## src/hdl/lru_pkg.sv

```systemverilog
// ----------------------------------------------------------------------------
// LRU cache lookup package
// Shared constants and the command/status types between controller and
// datapath.
// ----------------------------------------------------------------------------
package lru_pkg;

  localparam int CacheEntries = 4;
  localparam int IdxW         = $clog2(CacheEntries);
  localparam int RankLimW     = IdxW + 1;
  localparam int KeyW         = 32;
  localparam int DataW        = 32;
  localparam int InTdataW     = 64;
  localparam int OutFieldsW   = 1 + DataW + 1 + KeyW;
  localparam int OutTdataW    = ((OutFieldsW + 7) / 8) * 8;

  typedef struct packed {
    logic            load;
    logic            scan_en;
    logic [IdxW-1:0] scan_idx;
    logic            update;
  } cmd_t;

  typedef struct packed {
    logic out_free;
  } sts_t;

endpackage

```

## src/hdl/lru_ctrl.sv

```systemverilog
// ----------------------------------------------------------------------------
// LRU cache controller
// Sequences accept, one-entry-per-cycle scan and the update of one word.
// ----------------------------------------------------------------------------
module lru_ctrl (
  input  logic          clk_i,
  input  logic          rst_ni,
  input  logic          in_valid_i,
  output logic          in_ready_o,
  input  lru_pkg::sts_t sts_i,
  output lru_pkg::cmd_t cmd_o
);

  typedef enum logic [2:0] {
    StIdle   = 3'b001,
    StScan   = 3'b010,
    StUpdate = 3'b100
  } state_e;

  state_e                   state_q, state_d;
  logic [lru_pkg::IdxW-1:0] cnt_q, cnt_d;
  logic                     cnt_last;

  assign cnt_last = (cnt_q == lru_pkg::IdxW'(lru_pkg::CacheEntries - 1));

  always_comb begin
    state_d        = state_q;
    cnt_d          = cnt_q;
    in_ready_o     = 1'b0;
    cmd_o.load     = 1'b0;
    cmd_o.scan_en  = 1'b0;
    cmd_o.scan_idx = cnt_q;
    cmd_o.update   = 1'b0;
    case (state_q)
      StIdle: begin
        in_ready_o = 1'b1;
        if (in_valid_i) begin
          cmd_o.load = 1'b1;
          cnt_d      = '0;
          state_d    = StScan;
        end
      end
      StScan: begin
        cmd_o.scan_en = 1'b1;
        cnt_d         = cnt_q + 1'b1;
        if (cnt_last) begin
          state_d = StUpdate;
        end
      end
      StUpdate: begin
        if (sts_i.out_free) begin
          cmd_o.update = 1'b1;
          state_d      = StIdle;
        end
      end
      default: begin
        state_d = StIdle;
      end
    endcase
  end

  always_ff @(posedge clk_i or negedge rst_ni) begin
    if (!rst_ni) begin
      state_q <= StIdle;
      cnt_q   <= '0;
    end else begin
      state_q <= state_d;
      cnt_q   <= cnt_d;
    end
  end

endmodule

```

## src/hdl/lru_dpath.sv

```systemverilog
// ----------------------------------------------------------------------------
// LRU cache datapath
// Entry store, scan trackers, age-rank update and the output word register.
// ----------------------------------------------------------------------------
module lru_dpath (
  input  logic                            clk_i,
  input  logic                            rst_ni,
  input  lru_pkg::cmd_t                   cmd_i,
  output lru_pkg::sts_t                   sts_o,
  input  logic [lru_pkg::InTdataW-1:0]    in_data_i,
  output logic                            out_valid_o,
  input  logic                            out_ready_i,
  output logic [lru_pkg::OutTdataW-1:0]   out_data_o
);

  localparam int N  = lru_pkg::CacheEntries;
  localparam int IW = lru_pkg::IdxW;
  localparam int LW = lru_pkg::RankLimW;

  logic [lru_pkg::KeyW-1:0]  key_q;
  logic [lru_pkg::DataW-1:0] data_q;

  logic [N-1:0]              valid_q;
  logic [lru_pkg::KeyW-1:0]  ekey_q  [N];
  logic [lru_pkg::DataW-1:0] edata_q [N];
  logic [IW-1:0]             rank_q  [N];

  logic          hit_found_q, free_found_q, old_found_q;
  logic [IW-1:0] hit_slot_q, free_slot_q, old_slot_q, old_rank_q;

  logic [IW-1:0]             slot;
  logic [LW-1:0]             limit;
  logic [lru_pkg::DataW-1:0] stored;
  logic                      evict;
  logic [lru_pkg::KeyW-1:0]  evict_key;

  logic                      ovalid_q;
  logic                      ohit_q, oevict_q;
  logic [lru_pkg::DataW-1:0] ostored_q;
  logic [lru_pkg::KeyW-1:0]  oekey_q;

  assign sts_o.out_free = !ovalid_q || out_ready_i;

  always_ff @(posedge clk_i) begin
    if (cmd_i.load) begin
      key_q  <= in_data_i[lru_pkg::KeyW-1:0];
      data_q <= in_data_i[lru_pkg::KeyW +: lru_pkg::DataW];
    end
  end

  always_ff @(posedge clk_i or negedge rst_ni) begin
    if (!rst_ni) begin
      hit_found_q  <= 1'b0;
      free_found_q <= 1'b0;
      old_found_q  <= 1'b0;
      hit_slot_q   <= '0;
      free_slot_q  <= '0;
      old_slot_q   <= '0;
      old_rank_q   <= '0;
    end else if (cmd_i.load) begin
      hit_found_q  <= 1'b0;
      free_found_q <= 1'b0;
      old_found_q  <= 1'b0;
    end else if (cmd_i.scan_en) begin
      if (valid_q[cmd_i.scan_idx]) begin
        if (!hit_found_q && ekey_q[cmd_i.scan_idx] == key_q) begin
          hit_found_q <= 1'b1;
          hit_slot_q  <= cmd_i.scan_idx;
        end
        if (!old_found_q || rank_q[cmd_i.scan_idx] > old_rank_q) begin
          old_found_q <= 1'b1;
          old_slot_q  <= cmd_i.scan_idx;
          old_rank_q  <= rank_q[cmd_i.scan_idx];
        end
      end else if (!free_found_q) begin
        free_found_q <= 1'b1;
        free_slot_q  <= cmd_i.scan_idx;
      end
    end
  end

  always_comb begin
    if (hit_found_q) begin
      slot = hit_slot_q;
    end else if (free_found_q) begin
      slot = free_slot_q;
    end else begin
      slot = old_slot_q;
    end
    limit     = hit_found_q ? {1'b0, rank_q[hit_slot_q]} : LW'(N);
    stored    = hit_found_q ? edata_q[hit_slot_q] : data_q;
    evict     = !hit_found_q && !free_found_q;
    evict_key = evict ? ekey_q[old_slot_q] : '0;
  end

  always_ff @(posedge clk_i or negedge rst_ni) begin
    if (!rst_ni) begin
      valid_q <= '0;
      for (int i = 0; i < N; i++) begin
        rank_q[i] <= '0;
      end
    end else if (cmd_i.update) begin
      for (int i = 0; i < N; i++) begin
        if (IW'(i) == slot) begin
          valid_q[i] <= 1'b1;
          rank_q[i]  <= '0;
        end else if (valid_q[i] && ({1'b0, rank_q[i]} < limit)) begin
          rank_q[i] <= rank_q[i] + 1'b1;
        end
      end
    end
  end

  always_ff @(posedge clk_i) begin
    if (cmd_i.update && !hit_found_q) begin
      ekey_q[slot]  <= key_q;
      edata_q[slot] <= data_q;
    end
  end

  always_ff @(posedge clk_i or negedge rst_ni) begin
    if (!rst_ni) begin
      ovalid_q <= 1'b0;
    end else if (cmd_i.update) begin
      ovalid_q <= 1'b1;
    end else if (out_ready_i) begin
      ovalid_q <= 1'b0;
    end
  end

  always_ff @(posedge clk_i) begin
    if (cmd_i.update) begin
      ohit_q    <= hit_found_q;
      ostored_q <= stored;
      oevict_q  <= evict;
      oekey_q   <= evict_key;
    end
  end

  assign out_valid_o = ovalid_q;
  assign out_data_o  = {(lru_pkg::OutTdataW - lru_pkg::OutFieldsW)'(0),
                        oekey_q, oevict_q, ostored_q, ohit_q};

endmodule

```

## src/hdl/lru_cache_lookup_core.sv

```systemverilog
// ----------------------------------------------------------------------------
// LRU cache lookup core
// Fully associative key/value cache with least-recently-used replacement.
// ----------------------------------------------------------------------------
// An input word is accepted only in the idle state; the scan then reads one
//   entry per cycle, and the update step, held while the output register is
//   full and not taken, writes the result. A new word is taken after that.
// A finished result may wait in the output register while the next word is
//   accepted and scanned.
// Reset: asynchronous; clears all entry valid bits and age ranks.
module lru_cache_lookup_core (
  input  logic                          clk_i,
  input  logic                          rst_ni,
  input  logic                          s_axis_tvalid,
  output logic                          s_axis_tready,
  // [31:0] lookup_key, [63:32] data_value
  input  logic [lru_pkg::InTdataW-1:0]  s_axis_tdata,
  output logic                          m_axis_tvalid,
  input  logic                          m_axis_tready,
  // [0] hit, [32:1] stored_value, [33] evicted, [65:34] evicted_key, [71:66] zero
  output logic [lru_pkg::OutTdataW-1:0] m_axis_tdata
);

  lru_pkg::cmd_t cmd;
  lru_pkg::sts_t sts;

  lru_ctrl u_ctrl (
    .clk_i      (clk_i),
    .rst_ni     (rst_ni),
    .in_valid_i (s_axis_tvalid),
    .in_ready_o (s_axis_tready),
    .sts_i      (sts),
    .cmd_o      (cmd)
  );

  lru_dpath u_dpath (
    .clk_i       (clk_i),
    .rst_ni      (rst_ni),
    .cmd_i       (cmd),
    .sts_o       (sts),
    .in_data_i   (s_axis_tdata),
    .out_valid_o (m_axis_tvalid),
    .out_ready_i (m_axis_tready),
    .out_data_o  (m_axis_tdata)
  );

  a_hit_no_evict : assert property (@(posedge clk_i) disable iff (!rst_ni)
    m_axis_tvalid |-> !(m_axis_tdata[0] && m_axis_tdata[33]))
    else $error("hit and eviction reported together");

  a_evkey_zero : assert property (@(posedge clk_i) disable iff (!rst_ni)
    (m_axis_tvalid && !m_axis_tdata[33]) |-> (m_axis_tdata[65:34] == '0))
    else $error("evicted key not zero without eviction");

  a_busy_after_accept : assert property (@(posedge clk_i) disable iff (!rst_ni)
    (s_axis_tvalid && s_axis_tready) |=> !s_axis_tready)
    else $error("input taken again during scan");

  a_update_when_free : assert property (@(posedge clk_i) disable iff (!rst_ni)
    cmd.update |-> sts.out_free)
    else $error("result written over a pending word");

endmodule

```

## config.mk

```make
export PLATFORM = sky130hd
export DESIGN_NAME = lru_cache_lookup_core
export DESIGN_NICKNAME = d
export VERILOG_FILES = /design/src/hdl/lru_pkg.sv /design/src/hdl/lru_ctrl.sv /design/src/hdl/lru_dpath.sv /design/src/hdl/lru_cache_lookup_core.sv
export SDC_FILE = /design/constraint.sdc
export NUM_CORES = 1
export LEC_CHECK = 0
export BUFFER_PORTS_ARGS = -buffer_cell sky130_fd_sc_hd__buf_4
export CAP_MARGIN = 5
export CORE_MARGIN = 2
export CORE_UTILIZATION = 54
export DETAILED_ROUTE_END_ITERATION = 12
export PLACE_DENSITY = 0.76
export SYNTH_ARGS = -nofsm -noshare
export SYNTH_HDL_FRONTEND = slang
export SYNTH_HIERARCHICAL = 1
export SYNTH_SLANG_ARGS = --single-unit
```

## constraint.sdc

```tcl
create_clock -name clk_i -period 11.6 [get_ports clk_i]
set_clock_uncertainty 0.15 [all_clocks]
set_input_delay 1.74 -clock clk_i [delete_from_list [all_inputs] [get_ports clk_i]]
set_output_delay 1.74 -clock clk_i [all_outputs]
set_load 0.01 [all_outputs]
```

Word-level counts from Yosys, hierarchy flattened --
Memories as Yosys holds them, arrays and structs flattened. A register that Yosys moved wholly into a read port is not among the register bits. Cells that the tools add are included.
Word-level totals: bits in registers 127, memory bits (writable) 256, input bits 68, output and inout port bits 74, logic and storage cells 143, memories kept 2
Cells by class: add/subtract/negate cells 5, magnitude comparators 8, equality and inequality tests 12, mux-type cells 47, bitwise gates (word level) 5, reduce and logical (&&, ||, !) cells 41
Memory list:
- u_dpath.edata_q | depth 4, bits a word 32, rd ports 1, clocked after Yosys merged registers in 0, write ports 1, RTL line lru_dpath.sv:25 | logic [lru_pkg::DataW-1:0] edata_q [N];
- u_dpath.ekey_q | depth 4, bits a word 32, rd ports 2, clocked after Yosys merged registers in 1, write ports 1, RTL line lru_dpath.sv:24 | logic [lru_pkg::KeyW-1:0] ekey_q [N];
Operators with widths (number):
- $eq 32x32->1 | 1
- $mux 32 | 1
- $mux 2 | 15
- $mux 1 | 22
- $reduce_and 2->1 | 10
- $reduce_bool 2->1 | 10
- $lt 2x3->1 | 4
- $mux 3 | 4
- $reduce_and 4->1 | 3
- $add 2x1->2 const B | 5
- $pmux 3 s3 | 1
- $reduce_and 3->1 | 3
- $bmux 2 s2 | 2
- $logic_and 1x1->1 | 7
- $ge 3x3->1 const B | 2
- $ne 2x2->1 const B | 3
- $not 2->3 | 2
- $logic_not 1->1 | 5
- $eq 2x2->1 const A | 2
- $pmux 2 s2 | 1
- $eq 3x1->1 const B | 1
- $eq 3x2->1 const B | 1
- $eq 3x3->1 const B | 1
- $lt 2x3->1 const B | 1
- 8 further kinds | 11

Longest topological paths before layout --
depth after elaboration 10, mapped depth 11, depth with buffers taken out 9

Modules after synthesis --
The synthesis kept the hierarchy.
Modules (own cells, without submodules):
- lru_dpath | times used 1, cells each 792, area an instance 16353.2 µm², seq. area each 12191.7 µm²
- lru_ctrl | times used 1, cells each 29, area an instance 319.1 µm², seq. area each 126.4 µm²

Least setup slack after synthesis --
Ideal clock, no wire load.
kind input port to flip-flop, from input m_axis_tready, to memory u_dpath/edata_q[0][0] (netlist bit) (enable), setup time 565 ps, arrival 11506 ps, data required time 10885 ps, setup slack -620 ps, cell stages on the path 6, path buffers 1, cell sequence nand2b_1 nand2_1 nor3_1 clkbuf_1 nand2_1 nor3_1
RTL lines:
- start: declaration | RTL line lru_cache_lookup_core.sv:19 | input logic m_axis_tready,
- end: declaration | RTL line lru_dpath.sv:25

==> metrics.txt <==
relative slew slack 28.5%; combined area of the multi-input logic cells 4120 um^2; Fillers 2010; maximum level of the CTS H-tree 2; area inside the core boundary 30500 um^2; number of max-capacitance violations reported 0; Setup Viol. Count Final 0; GR Util All Layers 19.5%; number of enable-type register cells in the synthesized netlist 386; Register-to-Register Setup Slack 7.71 ns; wire length of the first global-routing pass 48800 um; delay of the slowest critical-path stage 0.80 ns; most frequent cell on the critical path sky130_fd_sc_hd__buf_4; GR Overflow Total 0; clock slew at reported path FFs 0.06 ns; number of global-route vias before repair 8583; RSZ-0062 raised after global routing no; CTS tree built; total power per unit cell area 191 nW/um^2; vias after detailed routing 8163; critical path peak fanout 79; I/O pin total 142; status complete, no violations; peak supply drop 134 uV; data arrival time at the worst-slack endpoint 4.81 ns; number of antenna cells inserted 0; maximum number of pins on one net before global-route repair 80; final net count 1047; signed area change from the synthesized netlist to the final layout 16.8%; routed wire length per instance 22.1 um; endpoint class of the critical path register; cell count after synthesis 821; hold path depth 1; Fin Setup TNS 0 ns; CP Launch Type input pin; root buffer cell sky130_fd_sc_hd__clkbuf_16; final hold slack 0.341 ns; Synth cell types 50; Iter 0 DRT Violations 664; number of search-and-repair iterations in the first detailed-routing pass 4; final RePlAce weighted congestion 0.757; clock net sink count 415; min cycle time layout 4.79 ns; worst min path class register to register; share of async-settable or async-resettable flops after synthesis 6.99%; layout cell share with drive strength beyond 1 36.4%; setup fix buffers added after clock tree synthesis 0; initial antenna violation count 0; netlist area before placement 16700 um^2; syn_area_per_cell 20.3 um^2; residual DRC count 0; placed wire-length estimate after detailed placement 17500 um; Worst R2R Path Depth 6; crit-path cells buf_4 -> nand2b_1 -> nand2_1 -> nor3_4 -> buf_4 -> nand2_1 -> nor2_4 -> buf_4; Worst Path Required 11.61 ns; final cycle utilization of the critical path 41.3%; buffers added on ports 135; starting density of the core 54.6%; worst-skew pair later-pin latency 0.55 ns; Setup CP Type input pin to register; average via count per standard cell 5.83; Chip Height 180 um; number of nets still failing antenna checks after routing 0; Horiz. Die Dim 180 um; wire length after detailed routing 30900 um; Post-CTS Hold Fix Bufs 0; # rows 64; cts bufs inserted 42; Worst Max-Slew Pin Slew 1.07 ns; number of endpoints with negative hold slack in the final report 0; number of storage elements in the synthesis netlist 415; number of max-slew violations in the final report 0; Main synth FF type sky130_fd_sc_hd__edfxtp_1; max frequency 209 MHz; share of synthesized area occupied by flip-flops and latches 73.9%; Synth warnings 6; area of the die 32300 um^2; leakage power of the design 0.00646 uW; cell type of the slowest stage on the worst timing path sky130_fd_sc_hd__buf_4; area taken by flip-flops and latches 12300 um^2; maximum clock insertion buffer count 3; number of resized instances in the post-cts repair step 0
placed cells by master, fill, tap and decap left out, drive strengths merged, types with 2 or more instances in the layout:
cell type / Yosys / final
a211oi: 3 / 3
a21boi: 4 / 4
a21o: 2 / 2
a21oi: 7 / 7
a31oi: 2 / 2
and2: 33 / 33
and4bb: 2 / 2
buf: 27 / 148
bufinv: 0 / 4
clkbuf: 19 / 47
clkinv: 0 / 20
conb: 1 / 6
dfrtp: 28 / 28
edfxtp: 386 / 386
ha: 7 / 7
inv: 13 / 16
mux2: 41 / 41
mux2i: 14 / 14
mux4: 95 / 95
nand2: 27 / 27
nand2b: 4 / 4
nand3: 5 / 5
nand3b: 3 / 3
nand4: 5 / 5
nor2: 9 / 9
nor3: 8 / 8
nor4b: 2 / 2
o21ai: 23 / 23
o21bai: 3 / 3
o31ai: 4 / 4
or3b: 3 / 3
xnor2: 24 / 24
xor2: 5 / 5
synthesized netlist by cell type (2+ instances only):
cell	instances	area, um^2
sky130_fd_sc_hd__buf_2	8	40.0
sky130_fd_sc_hd__a21o_1	2	15.0
sky130_fd_sc_hd__nand2b_1	4	25.0
sky130_fd_sc_hd__inv_1	13	48.8
sky130_fd_sc_hd__nor4b_1	2	17.5
sky130_fd_sc_hd__ha_1	7	87.6
sky130_fd_sc_hd__xor2_1	5	43.8
sky130_fd_sc_hd__or3b_1	2	17.5
sky130_fd_sc_hd__buf_4	10	75.1
sky130_fd_sc_hd__clkbuf_1	19	71.3
sky130_fd_sc_hd__xnor2_1	24	210
sky130_fd_sc_hd__a211oi_2	2	25.0
sky130_fd_sc_hd__buf_1	5	18.8
sky130_fd_sc_hd__o31ai_1	4	30.0
sky130_fd_sc_hd__nand2_1	27	101
sky130_fd_sc_hd__mux2i_1	14	140
sky130_fd_sc_hd__mux2_1	2	22.5
sky130_fd_sc_hd__nor3_1	8	40.0
sky130_fd_sc_hd__nand3b_1	3	22.5
sky130_fd_sc_hd__nand3_1	5	25.0
sky130_fd_sc_hd__a21boi_0	4	30.0
sky130_fd_sc_hd__mux4_2	95	2140
sky130_fd_sc_hd__nand4_1	4	25.0
sky130_fd_sc_hd__mux2_2	39	439
sky130_fd_sc_hd__a21oi_1	7	35.0
sky130_fd_sc_hd__nor2_1	9	33.8
sky130_fd_sc_hd__dfrtp_1	28	701
sky130_fd_sc_hd__buf_6	4	45.0
sky130_fd_sc_hd__a31oi_1	2	12.5
sky130_fd_sc_hd__o21bai_1	3	22.5
sky130_fd_sc_hd__edfxtp_1	386	11600
sky130_fd_sc_hd__o21ai_0	23	115
sky130_fd_sc_hd__and4bb_2	2	25.0
sky130_fd_sc_hd__and2_1	33	206
path summary, 6_finish.rpt:
check / startpoint / end
max in group asynchronous: rst_ni / u_ctrl/state_q[0]$_DFFE_PN1P_
worst min register to register: u_dpath/old_found_q$_DFFE_PN0P_ / u_dpath/old_found_q$_DFFE_PN0P_
min in group asynchronous: rst_ni / u_dpath/rank_q[1]$_DFFE_PN0P_
worst max-delay path: m_axis_tready / u_dpath/ekey_q[1][21]$_DFFE_PP_
worst max register to register: u_ctrl/state_q[2]$_DFFE_PN0P_ / u_dpath/ekey_q[1][21]$_DFFE_PP_
worst min-delay path: u_dpath/old_found_q$_DFFE_PN0P_ / u_dpath/old_found_q$_DFFE_PN0P_
logic make-up (layout without fill, tap and decap cells):
logic type	Yosys count	in the layout	share of synthesized area, %
buffers and inverters	59	236	1.79
and+or+nand+nor	105	105	3.57
other	1	6	0.0225
DFF	415	415	73.9
adders and majority gates	7	7	0.525
muxes	150	150	16.4
xor gates and xnor gates	29	29	1.52
AOI/OAI and AO/OA	55	55	2.24
layout make-up:
class / count / share of cell area (%)
clock buffer: 47 / 5.55
clock inverter: 28 / 1.48
inverter: 13 / 0.251
multi-input combinational: 352 / 21.2
sequential: 415 / 63.3
tap: 396 / 2.55
timing repair buffer: 148 / 5.71
flip-flops by register name (all words and copies together), names as in the netlist, 3 cells and up:
signal             count
u_dpath/oekey_q       32
u_ctrl/state_q         3
u_dpath/valid_q        4
u_dpath/rank_q         8
u_dpath/ostored_q     32
u_dpath/ekey_q       128
u_dpath/key_q         32
u_dpath/data_q        32
u_dpath/edata_q      128
metal layers:
layer | vias to the layer above | track usage (%) | wire length (um)
met5 | - | 0 | 0
met2 | 311 | 31.4 | 15000
met3 | 59 | 3.85 | 2000
met1 | 4181 | 27.5 | 13100
li1 | 3612 | - | -
met4 | 0 | 5.95 | 720
where the power goes:
part / switching [uW] / internal (uW) / leakage, uW
Clock: 557 / 767 / 0.000673
Combinational: 273 / 250 / 0.00193
Sequential: 83.7 / 1780 / 0.00386
Total: 914 / 2800 / 0.00646
critical path: cells and delay by family:
family | cells | cell delay [ns]
buffers and inverters | 3 | 1.55
AND/OR/NAND/NOR | 5 | 1.49
per-stage QoR:
stage                     std cells  utilization (%)  total power, uW  cell area (um^2)  setup slack (ns)
after CTS                      1399             63.8             3750             19500              6.76
final                          1399             63.8             3710             19500              6.81
after global placement         1324             59.3             2410             18100              6.26
after detailed placement       1324             59.3             2420             18100              6.17
after global routing           1399             63.8             3850             19500              6.53
after floorplan                 826                -             2270             16700              1.44
Note: power is estimated with default switching activity, not from simulation.
